File: src/design/fcfs_pkg.sv
`default_nettype none

package fcfs_pkg;

    // default store depth
    localparam int MAX_PROCS_DEF = 16;

    // field widths
    localparam int TIME_W  = 16;
    localparam int CLK_W   = 21;
    localparam int ID_W    = 5;

    // completion saturates here
    localparam logic [CLK_W-1:0] CLOCK_MAX = {CLK_W{1'b1}};

    // one input transaction
    typedef struct packed {
        logic [TIME_W-1:0] arrival_time;
        logic [TIME_W-1:0] burst_time;
        logic              last_item;
    } t_in;

    // one result transaction
    typedef struct packed {
        logic [ID_W-1:0]   proc_id;
        logic [TIME_W-1:0] arrival_out;
        logic [TIME_W-1:0] burst_out;
        logic [CLK_W-1:0]  completion;
        logic [CLK_W-1:0]  turnaround;
        logic [CLK_W-1:0]  waiting;
        logic              overflow;
        logic              run_end;
    } t_out;

    // stored record
    typedef struct packed {
        logic [TIME_W-1:0] arrival;
        logic [TIME_W-1:0] burst;
    } t_entry;

    // controller states
    typedef enum logic [2:0] {
        S_IDLE,
        S_SCAN,
        S_CALC1,
        S_CALC2,
        S_OUT
    } t_state;

    // controller to datapath
    typedef struct packed {
        logic load;      // input transaction accepted
        logic scan_clr;  // restart min search
        logic scan;      // min search step
        logic calc1;     // completion stage
        logic calc2;     // turnaround/waiting stage, load output reg
        logic run_clr;   // run finished, empty the set
    } t_dp_cmd;

    // datapath to controller
    typedef struct packed {
        logic scan_done;
        logic run_end;
    } t_dp_sts;

endpackage

`default_nettype wire

File: src/design/fcfs_ctrl.sv
`default_nettype none

module fcfs_ctrl
    import fcfs_pkg::*;
(
    input  wire      i_clk,
    input  wire      i_rst_n,
    input  wire      i_in_valid,
    input  wire      i_in_last,
    output logic     o_in_ready,
    input  wire      i_out_ready,
    output logic     o_out_valid,
    input  t_dp_sts  i_sts,
    output t_dp_cmd  o_cmd
);

    t_state r_state;
    t_state n_state;

    // state register
    always_ff @(posedge i_clk) begin
        if (!i_rst_n) begin
            r_state <= S_IDLE;
        end else begin
            r_state <= n_state;
        end
    end

    // next state and commands
    always_comb begin
        n_state     = r_state;
        o_cmd       = '0;
        o_in_ready  = 1'b0;
        o_out_valid = 1'b0;
        unique case (r_state)
            S_IDLE: begin
                o_in_ready = 1'b1;
                if (i_in_valid) begin
                    o_cmd.load = 1'b1;
                    if (i_in_last) begin
                        o_cmd.scan_clr = 1'b1;
                        n_state        = S_SCAN;
                    end
                end
            end
            S_SCAN: begin
                o_cmd.scan = 1'b1;
                if (i_sts.scan_done) begin
                    n_state = S_CALC1;
                end
            end
            S_CALC1: begin
                o_cmd.calc1 = 1'b1;
                n_state     = S_CALC2;
            end
            S_CALC2: begin
                o_cmd.calc2 = 1'b1;
                n_state     = S_OUT;
            end
            S_OUT: begin
                o_out_valid = 1'b1;
                if (i_out_ready) begin
                    if (i_sts.run_end) begin
                        o_cmd.run_clr = 1'b1;
                        n_state       = S_IDLE;
                    end else begin
                        o_cmd.scan_clr = 1'b1;
                        n_state        = S_SCAN;
                    end
                end
            end
            default: begin
                n_state = S_IDLE;
            end
        endcase
    end

endmodule

`default_nettype wire

File: src/design/fcfs_dp.sv
`default_nettype none

module fcfs_dp
    import fcfs_pkg::*;
#(
    parameter int MAX_PROCS = MAX_PROCS_DEF
) (
    input  wire      i_clk,
    input  wire      i_rst_n,
    input  t_in      i_in_data,
    input  t_dp_cmd  i_cmd,
    output t_dp_sts  o_sts,
    output t_out     o_out_data
);

    localparam int IW = (MAX_PROCS > 1) ? $clog2(MAX_PROCS) : 1;
    localparam int CW = $clog2(MAX_PROCS + 1);

    // record store
    t_entry r_mem [MAX_PROCS];
    t_entry r_rd_data;

    // set bookkeeping
    logic [CW-1:0]        r_count;
    logic                 r_drop;
    logic [CLK_W-1:0]     r_finish;
    logic [MAX_PROCS-1:0] r_used;
    logic [CW-1:0]        r_emit;

    // min search
    logic [CW-1:0]        r_scan;
    logic                 r_rd_vld;
    logic [IW-1:0]        r_rd_idx;
    logic                 r_have_best;
    logic [TIME_W-1:0]    r_best_arr;
    logic [TIME_W-1:0]    r_best_bur;
    logic [IW-1:0]        r_best_idx;

    // arithmetic stages
    logic [CLK_W-1:0]     r_done;
    logic [CLK_W-1:0]     r_ab;
    t_out                 r_out;

    logic                 room;
    logic                 issue;
    logic                 take;
    logic [CLK_W-1:0]     arr_ext;
    logic [CLK_W-1:0]     start;
    logic [CLK_W:0]       sum;
    logic [CLK_W-1:0]     n_done;
    logic [CLK_W-1:0]     n_turn;
    logic [CLK_W-1:0]     n_wait;
    logic [31:0]          id_full;
    logic [CW:0]          emit_inc;

    assign room  = (r_count < CW'(MAX_PROCS));
    assign issue = i_cmd.scan && (r_scan < r_count);
    assign take  = i_cmd.scan && r_rd_vld && !r_used[r_rd_idx]
                   && (!r_have_best || (r_rd_data.arrival < r_best_arr));

    // completion: max(previous, arrival) + burst, saturated
    always_comb begin
        arr_ext = CLK_W'(r_best_arr);
        start   = (r_finish > arr_ext) ? r_finish : arr_ext;
        sum     = {1'b0, start} + (CLK_W + 1)'(r_best_bur);
        n_done  = (sum > {1'b0, CLOCK_MAX}) ? CLOCK_MAX : sum[CLK_W-1:0];
    end

    // turnaround and waiting from the registered completion
    always_comb begin
        n_turn   = r_done - arr_ext;
        n_wait   = (r_done >= r_ab) ? (r_done - r_ab) : '0;
        id_full  = 32'(r_best_idx) + 32'd1;
        emit_inc = {1'b0, r_emit} + (CW + 1)'(1);
    end

    // store write and registered read
    always_ff @(posedge i_clk) begin
        if (i_cmd.load && room) begin
            r_mem[r_count[IW-1:0]] <= {i_in_data.arrival_time, i_in_data.burst_time};
        end
        if (issue) begin
            r_rd_data <= r_mem[r_scan[IW-1:0]];
        end
    end

    // control state
    always_ff @(posedge i_clk) begin
        if (!i_rst_n) begin
            r_count     <= '0;
            r_drop      <= 1'b0;
            r_finish    <= '0;
            r_used      <= '0;
            r_emit      <= '0;
            r_scan      <= '0;
            r_rd_vld    <= 1'b0;
            r_have_best <= 1'b0;
        end else begin
            if (i_cmd.load) begin
                if (room) begin
                    r_count <= r_count + CW'(1);
                end else begin
                    r_drop <= 1'b1;
                end
            end
            if (i_cmd.scan_clr) begin
                r_scan      <= '0;
                r_rd_vld    <= 1'b0;
                r_have_best <= 1'b0;
            end else if (i_cmd.scan) begin
                r_rd_vld <= issue;
                if (issue) begin
                    r_scan <= r_scan + CW'(1);
                end
                if (take) begin
                    r_have_best <= 1'b1;
                end
            end
            if (i_cmd.calc1) begin
                r_finish <= n_done;
            end
            if (i_cmd.calc2) begin
                r_used[r_best_idx] <= 1'b1;
                r_emit             <= emit_inc[CW-1:0];
            end
            if (i_cmd.run_clr) begin
                r_count  <= '0;
                r_drop   <= 1'b0;
                r_finish <= '0;
                r_used   <= '0;
                r_emit   <= '0;
            end
        end
    end

    // payload registers
    always_ff @(posedge i_clk) begin
        if (issue) begin
            r_rd_idx <= r_scan[IW-1:0];
        end
        if (take) begin
            r_best_arr <= r_rd_data.arrival;
            r_best_bur <= r_rd_data.burst;
            r_best_idx <= r_rd_idx;
        end
        if (i_cmd.calc1) begin
            r_done <= n_done;
            r_ab   <= CLK_W'(r_best_arr) + CLK_W'(r_best_bur);
        end
        if (i_cmd.calc2) begin
            r_out.proc_id     <= id_full[ID_W-1:0];
            r_out.arrival_out <= r_best_arr;
            r_out.burst_out   <= r_best_bur;
            r_out.completion  <= r_done;
            r_out.turnaround  <= n_turn;
            r_out.waiting     <= n_wait;
            r_out.overflow    <= r_drop;
            r_out.run_end     <= (emit_inc == {1'b0, r_count});
        end
    end

    assign o_sts.scan_done = (r_scan == r_count) && !r_rd_vld;
    assign o_sts.run_end   = r_out.run_end;
    assign o_out_data      = r_out;

endmodule

`default_nettype wire

File: src/design/fcfs_schedule_times_top.sv
// First-come-first-served schedule calculator.
// Input channel (i_in_valid / o_in_ready / i_in_data) loads one process record
// per transaction; records are numbered 1, 2, 3 in load order. Records beyond
// MAX_PROCS are dropped and flag overflow on every result of the set.
// The transaction with last_item set starts the run: results come out on the
// output channel (o_out_valid / i_out_ready / o_out_data) in stable arrival
// order, one per stored record, run_end set on the final one.
// Loading takes one cycle per transaction. For each result, with n being the
// records stored, a min search reads the record store one entry per cycle,
// two arithmetic stages follow, then the output register is shown.
// Results are computed one at a time: the next search starts only once
// the previous result is taken.
// The input channel is held off from the last load until the final result
// is taken. A stall on i_out_ready simply holds the result and the search.
// Synchronous reset empties the set (count, overflow, clock); the record
// store itself is not cleared and needs no clearing pass.
`default_nettype none

module fcfs_schedule_times_top
    import fcfs_pkg::*;
#(
    parameter int MAX_PROCS = MAX_PROCS_DEF
) (
    input  wire   i_clk,
    input  wire   i_rst_n,
    input  wire   i_in_valid,
    output logic  o_in_ready,
    input  t_in   i_in_data,
    output logic  o_out_valid,
    input  wire   i_out_ready,
    output t_out  o_out_data
);

    t_dp_cmd cmd;
    t_dp_sts sts;

    // sequencer
    fcfs_ctrl u_ctrl (
        .i_clk       (i_clk),
        .i_rst_n     (i_rst_n),
        .i_in_valid  (i_in_valid),
        .i_in_last   (i_in_data.last_item),
        .o_in_ready  (o_in_ready),
        .i_out_ready (i_out_ready),
        .o_out_valid (o_out_valid),
        .i_sts       (sts),
        .o_cmd       (cmd)
    );

    // store, search and arithmetic
    fcfs_dp #(
        .MAX_PROCS (MAX_PROCS)
    ) u_dp (
        .i_clk      (i_clk),
        .i_rst_n    (i_rst_n),
        .i_in_data  (i_in_data),
        .i_cmd      (cmd),
        .o_sts      (sts),
        .o_out_data (o_out_data)
    );

endmodule

`default_nettype wire

File: config.mk
export PLATFORM = sky130hd
export DESIGN_NAME = fcfs_schedule_times_top
export DESIGN_NICKNAME = d
export VERILOG_FILES = /design/src/design/fcfs_pkg.sv /design/src/design/fcfs_ctrl.sv /design/src/design/fcfs_dp.sv /design/src/design/fcfs_schedule_times_top.sv
export SDC_FILE = /design/constraint.sdc
export NUM_CORES = 1
export LEC_CHECK = 0
export BUFFER_PORTS_ARGS = -buffer_cell sky130_fd_sc_hd__buf_2
export CORE_ASPECT_RATIO = 0.6
export CORE_UTILIZATION = 40
export DETAILED_ROUTE_END_ITERATION = 10
export GPL_ROUTABILITY_DRIVEN = 0
export PLACE_DENSITY = 0.64
export SYNTH_ARGS = -nofsm -noshare
export SYNTH_HDL_FRONTEND = slang
export SYNTH_HIERARCHICAL = 1
export SYNTH_SLANG_ARGS = --single-unit
File: constraint.sdc
create_clock -name i_clk -period 8 [get_ports i_clk]
set_input_delay 0.4 -clock i_clk [delete_from_list [all_inputs] [get_ports i_clk]]
set_output_delay 0.4 -clock i_clk [all_outputs]
set_load 0.01 [all_outputs]
==> metrics.yaml, run 1 <==
outcome:
  status: "completed"
cts:
  cts_sinks: 782
  cts_root_buffer: "clkbuf_16"
  clockBufferDepth: 3
  path_clk_slew_ps: 70
  cts_tree: "done"
  clkLatencyLatePin_ps: 630
  ctsResizeCount: 0
  cts_max_level: 3
  cts_setup_buffers: 0
  postCtsHoldBufs: 0
  numCtsBuffers: 70
floorplan:
  die_h_um: 225
  core_um2: 81900
  die_x_um: 374
  start_util_pct: 40.6
  num_io_pins: 141
  dieArea_um2: 84300
  rows: 81
cells_and_area:
  seqCellArea_um2: 22900
  layout-drive-gt1-share_pct: 22.8
  multi_input_comb_area_um2: 9810
  fill_cells: 6995
  area_delta_synth_final_pct: 13.1
  nets: 2268
  final_area_um2: 37600
synthesis:
  ys.flop_type: "edfxtp_1"
  syn_area_per_cell_um2: 17.0
  synth_seq_cells: 782
  synth_fp_nets: 2103
  synthCells: 1951
  yosysSeqAreaShare_pct: 68.9
  netlist_area_um2: 33200
  ys_types: 75
  synth_edf_count: 724
  async_reset_ff_share_pct: 0
  yosys_warnings: 6
drt:
  dr.pass1.iters: 5
  drt_iter0_markers: 1953
  viasPerCell: 5.69
  detail_route.wirelength_um: 78900
  antenna_left: 0
  route.detailed.drc: 0
  wl_per_cell_um: 24.3
  vias: 18500
setup_path:
  arrival_ps: 5840
  path_class: "flop to flop"
  critical_path.cell_chain: "inv_1 > ha_1 > nor2b_1 > o21a_1 > o21a_1 > o21a_1 > o21bai_2 > and2_1 > o311ai_0 > ha_1 > a211oi_1 > o31ai_2 > and3_4 > o21ai_4 > nand2_4 > nor3_1 > inv_1"
  startpoint_type: "flop"
  cpMostUsedCell: "o21a_1"
  cp-end-kind: "flop"
  max_stage_delay_ps: 630
  critPathSlowestCell: "and2_1"
  crit_fanout: 17
  required_ps: 8380
placement:
  numPortBuffers: 140
  dp_hpwl_um: 49000
  place_area_um2: 35300
sta:
  relSlewSlack_pct: 8.44
  tightest_slew_ps: 1370
  setup_viol: 0
  tns_ps: 0
  fin_skew_ps: 28.9
  fmax_mhz: 183
  rsz0062_at_grt: "false"
  slew_violations: 0
  finalHoldViolCount: 0
  period_needed_ps: 5450
  finalCritPeriodShare_pct: 68.2
global_routing:
  grt_pass1_wl_um: 117000
  antenna_found_initial: 6
  grt_overflow: 0
  grt_util_all_layers_pct: 18.8
  grt_pass1_vias: 18100
  grt_max_degree: 66
hold_path:
  min_path_type: "primary input to flop"
pwr:
  p_per_area_nw_per_um2: 222
  peakVddDrop_mv: 0.143
  p_leak_nw: 12.6
run:
  drv_cap: 0
==> routing by layer <==
metal	share of wire (%)	track usage [%]	vias up	wire (um)
met5	0.042	0	-	33
met4	1.5	4.08	6	1150
met3	8.2	4.25	100	6450
met2	44	27.5	701	34500
met1	47	28.4	9583	36800
li1	-	-	8081	-
==> metrics by stage <==
step                      hold slack [ps]  util, %  power, W  setup WS (ps)  instances
after floorplan                       400        -   0.00492           3270       1951
after global placement                405     43.1   0.00507           2820       3123
after detailed placement              414     43.1   0.00508           2720       3123
after CTS                            11.2     45.9   0.00843           2680       3248
after global routing                 26.6     45.9   0.00861           2180       3248
final                                49.3     45.9   0.00835           2550       3249
==> synthesized netlist by cell type, types with 4 or more instances <==
cell	number	share of area [%]
mux2_2	5	0.17
a31oi_1	28	0.53
and3_1	9	0.17
nand2_1	53	0.60
o311ai_0	17	0.45
edfxtp_1	724	65
inv_1	86	0.97
o21ai_0	35	0.53
and2_1	6	0.11
buf_2	13	0.20
o21a_1	13	0.29
or3_1	5	0.094
a21oi_1	73	1.1
mux2i_1	8	0.24
nor3b_1	5	0.11
dfxtp_1	58	3.5
nand4_1	14	0.26
nor3_1	33	0.50
or2_2	11	0.21
a22oi_1	16	0.36
buf_1	9	0.10
nand2b_1	15	0.28
a21o_1	27	0.61
nor2b_1	17	0.32
o21bai_1	5	0.11
o211ai_1	5	0.11
fa_1	4	0.24
and4_1	4	0.11
ha_1	111	4.2
nor2_1	126	1.4
mux4_2	165	11
nand3_1	48	0.72
clkbuf_1	50	0.56
xor2_1	23	0.61
nor4_1	6	0.11
xnor2_1	44	1.2
o31ai_1	4	0.090
o211a_1	7	0.21
a211oi_1	14	0.32
==> logic make-up (layout without fill, tap and decap cells) <==
group	Yosys count	count (layout)	share of synthesized area (%)
AO/OA/AOI/OAI	280	280	5.88
XOR/XNOR	67	67	1.77
adder cells (fa/ha/maj)	115	115	4.42
buffers and inverters	163	381	1.98
flip-flops	782	782	68.9
multiplexers	178	178	11.6
other	0	1	0
AND/OR/NAND/NOR	366	366	5.42
==> final timing paths <==
check | start | to | slack, ps | depth (start not counted)
max | u_dp/r_best_arr[1] | u_dp/r_done[14] | 2550 | 17
max reg2reg | u_dp/r_best_arr[1] | u_dp/r_done[14] | 2550 | 17
min | i_rst_n | u_ctrl/r_state[0] | 50 | 3
min reg2reg | u_dp/r_rd_data[2] | u_dp/r_best_bur[2] | 430 | 0
==> sequential cells by signal (all words and copies together) (netlist names), 3 cells and up <==
register         cells
u_ctrl/r_state       3
u_dp/r_count         5
u_dp/r_used         16
u_dp/r_best_bur     16
u_dp/r_scan          5
u_dp/r_emit          5
u_dp/r_rd_idx        4
u_dp/r_rd_data      32
u_dp/o_out_data    102
u_dp/r_best_arr     16
u_dp/r_ab           17
u_dp/r_finish       21
u_dp/r_done         21
u_dp/r_best_idx      4
u_dp/r_mem         512
==> cell usage in the layout, fill, tap and decap left out, drive strengths merged, types with 54 or more instances in the layout <==
cell and n:
inv 87, nand2 54, a21oi 74, clkbuf 90
mux4 165, dfxtp 58, ha 111, nor2 126
edfxtp 724, buf 170
==> layout make-up <==
cell class	instances	area share [%]
antenna	1	0.00666
clock buffer	90	5.03
clock inverter	35	0.939
inverter	86	0.859
multi-input combinational	1006	26.1
sequential	782	61.0
tap	1079	3.59
timing repair buffer	170	2.46
==> report_power, final <==
group	total, W	switching [W]	internal (W)	leakage (nW)
Sequential	0.00458	0.0000421	0.00454	7.01
Clock	0.00336	0.00148	0.00187	1.09
Combinational	0.000416	0.000248	0.000168	4.52
Total	0.00835	0.00177	0.00658	12.6
==> critical path: cells and delay by family (launching register included) <==
kind / cells / cell delay, ps
adders and majority gates: 2 / 670
buffers and inverters: 2 / 310
and+or+nand+nor: 5 / 1510
DFF: 1 / 450
AOI/OAI and AO/OA: 8 / 2260
No activity file was read; power rests on OpenSTA's default activity.
==> run 2: changes to the inputs <==
--- a/config.mk
+++ b/config.mk
@@ -10,7 +10,7 @@
 export CORE_UTILIZATION = 40
 export DETAILED_ROUTE_END_ITERATION = 10
 export GPL_ROUTABILITY_DRIVEN = 0
-export PLACE_DENSITY = 0.64
+export PLACE_DENSITY = 0.66
 export SYNTH_ARGS = -nofsm -noshare
 export SYNTH_HDL_FRONTEND = slang
 export SYNTH_HIERARCHICAL = 1
==> constraint.sdc (replaced) <==
create_clock -name i_clk -period 4.6 [get_ports i_clk]
set_input_delay 0.23 -clock i_clk [delete_from_list [all_inputs] [get_ports i_clk]]
set_output_delay 0.23 -clock i_clk [all_outputs]
set_load 0.01 [all_outputs]
==> metrics.yaml, run 2 (synthesis results as in run 1) <==
drt:
  viasPerCell: 5.67  # -0.30%
  wl_per_cell_um: 23.9  # -1.6%
  drt_iter0_markers: 1877  # -3.9%
  dr.pass1.iters: 5  # unchanged
  antenna_left: 0  # unchanged
  route.detailed.drc: 0  # unchanged
  vias: 18800  # +1.7%
  detail_route.wirelength_um: 79200  # +0.32%
cts:
  cts_root_buffer: "clkbuf_16"
  clockBufferDepth: 3  # unchanged
  cts_setup_buffers: 0  # unchanged
  path_clk_slew_ps: 70  # about the same
  cts_sinks: 782  # unchanged
  clkLatencyLatePin_ps: 640  # about the same
  cts_max_level: 3  # unchanged
  cts_tree: "done"
  numCtsBuffers: 70  # unchanged
placement:
  post-place-ws_ps: 91.1  # -2630 ps
  dp.cells: 3151  # +0.90%
  numPortBuffers: 140  # unchanged
  dp_hpwl_um: 50200  # +2.4%
floorplan:
  num_io_pins: 141  # unchanged
  die_h_um: 225  # unchanged
  dieArea_um2: 84300  # unchanged
  start_util_pct: 40.6  # unchanged
  rows: 81  # unchanged
  die_x_um: 374  # unchanged
  core_um2: 81900  # unchanged
outcome:
  status: "completed"
cells_and_area:
  area_delta_synth_final_pct: 14.9
  layout-drive-gt1-share_pct: 23.8  # +1.0 points
  fin_cells: 3313  # +2.0%
  largest_register_ffs: 512  # unchanged
  final_common_cell: "edfxtp_1"
  final_cell_mix: "edfxtp_1, mux4_2, buf_2"
  nets: 2331  # +2.8%
setup_path:
  critPathSlowestCell: "or3_1"
  critical_path.cell_chain: "inv_1 > ha_1 > nand4_1 > or3_1 > o21bai_2 > and2_2 > buf_4 > o311ai_0 > ha_1 > a21oi_1 > o21ai_0 > a21oi_1 > or3_1 > nand2_4 > nor2_1 > inv_1"
  max_stage_delay_ps: 420  # -210 ps
  required_ps: 4970  # -3410 ps
  cp-end-kind: "flop"
  arrival_ps: 4820  # -1020 ps
  path_class: "flop to flop"
  crit_fanout: 16  # -1
  startpoint_type: "flop"
pwr:
  p_total_w: 0.0144  # +73%
  p_per_area_nw_per_um2: 378  # +70%
  p_leak_nw: 12.9  # +2.2%
  peakVddDrop_mv: 0.258  # +81%
sta:
  rsz0062_at_grt: "false"
  final.setup.worst_slack_ps: 153  # -2390 ps
  finalHoldViolCount: 0  # unchanged
  whs_ps: 87.7  # +38.4 ps
  fin_skew_ps: 24.3  # -4.64 ps
  tns_ps: 0  # unchanged
  setup_viol: 0  # unchanged
  finalCritPeriodShare_pct: 96.7  # +28 points
  period_needed_ps: 4450  # -1010 ps
  slew_violations: 0  # unchanged
  tightest_slew_ps: 1460  # +93.9 ps
  fmax_mhz: 225  # +23%
  relSlewSlack_pct: 2.16  # -6.3 points
global_routing:
  antenna_found_initial: 4  # -2
  grt_overflow: 0  # unchanged
  grt_pass1_wl_um: 118000  # +0.53%
  grt_pass1_vias: 18500  # +2.2%
  grt_max_degree: 133  # +100%
  grt_util_all_layers_pct: 18.8  # +0.068 points
run:
  drv_cap: 0  # unchanged
hold_path:
  min_path_type: "primary input to flop"
## run 2: cell count changes in the layout (fill, tap and decap cells not counted), sizes merged
cell | before | now
dlygate4sd3 | 0 | 35
buf | 170 | 198
bufinv | 6 | 4
clkinv | 25 | 27
inv | 87 | 88
## run 2: final timing paths
check / startpoint / end / slack, ps / cells past startpoint
worst max-delay path: u_dp/r_best_arr[10] / u_dp/r_done[1] / 150 / 16
worst min-delay path: i_in_valid / u_dp/r_drop / 90 / 4
worst max register to register: u_dp/r_best_arr[10] / u_dp/r_done[1] / 150 / 16
worst min register to register: u_dp/r_rd_data[7] / u_dp/r_best_bur[7] / 420 / 0
## run 2: what timing repair did
item	4_1_cts	5_1_grt
hold buffers	35	0
endpoints found under the setup margin	0	27
endpoints found under the hold margin	515	0
resized for setup	0	18
## run 2: layout make-up
| cell class | count | area (um^2) |
|---|---|---|
| multi-input cells | 1006 | 9850 |
| clock inverters | 36 | 314 |
| clock buffers | 90 | 1870 |
| repair buffers | 233 | 1540 |
| well taps | 1079 | 1350 |
| fillers | 6934 | 43700 |
| flip-flops and latches | 782 | 22900 |
| inverters | 86 | 323 |
| diodes | 1 | 2.50 |
## run 2: where the power goes
part | internal, W | switching (W) | total, W
Clock | 0.00312 | 0.00259 | 0.00571
Sequential | 0.00789 | 0.0000697 | 0.00796
Combinational | 0.000323 | 0.000453 | 0.000776
## run 2: worst max-delay path: cells and delay by family (launching register included)
family / cells / cell delay, ps
AND/OR/NAND/NOR: 6 / 1420
adder cells (fa/ha/maj): 2 / 680
flip-flops: 1 / 370
AO/OA/AOI/OAI: 5 / 1270
buffers and inverters: 3 / 420
## run 2: per-stage QoR
stage | util, % | instance area [um^2]
3_5_place_dp | 43.5 | 35600
5_1_grt | 46.6 | 38200
4_1_cts | 46.5 | 38100
2_1_floorplan | - | 33200
6_report | 46.6 | 38200
3_3_place_gp | 43.5 | 35600
## run 2: layer usage
metal / vias to the layer above / share of wire, % / track usage [%]
met4: 8 / 1.5 / 4.30
li1: 8213 / - / -
met5: - / 0.056 / 0
met2: 730 / 44 / 27.9
met3: 92 / 8.3 / 4.42
met1: 9735 / 46 / 28.1
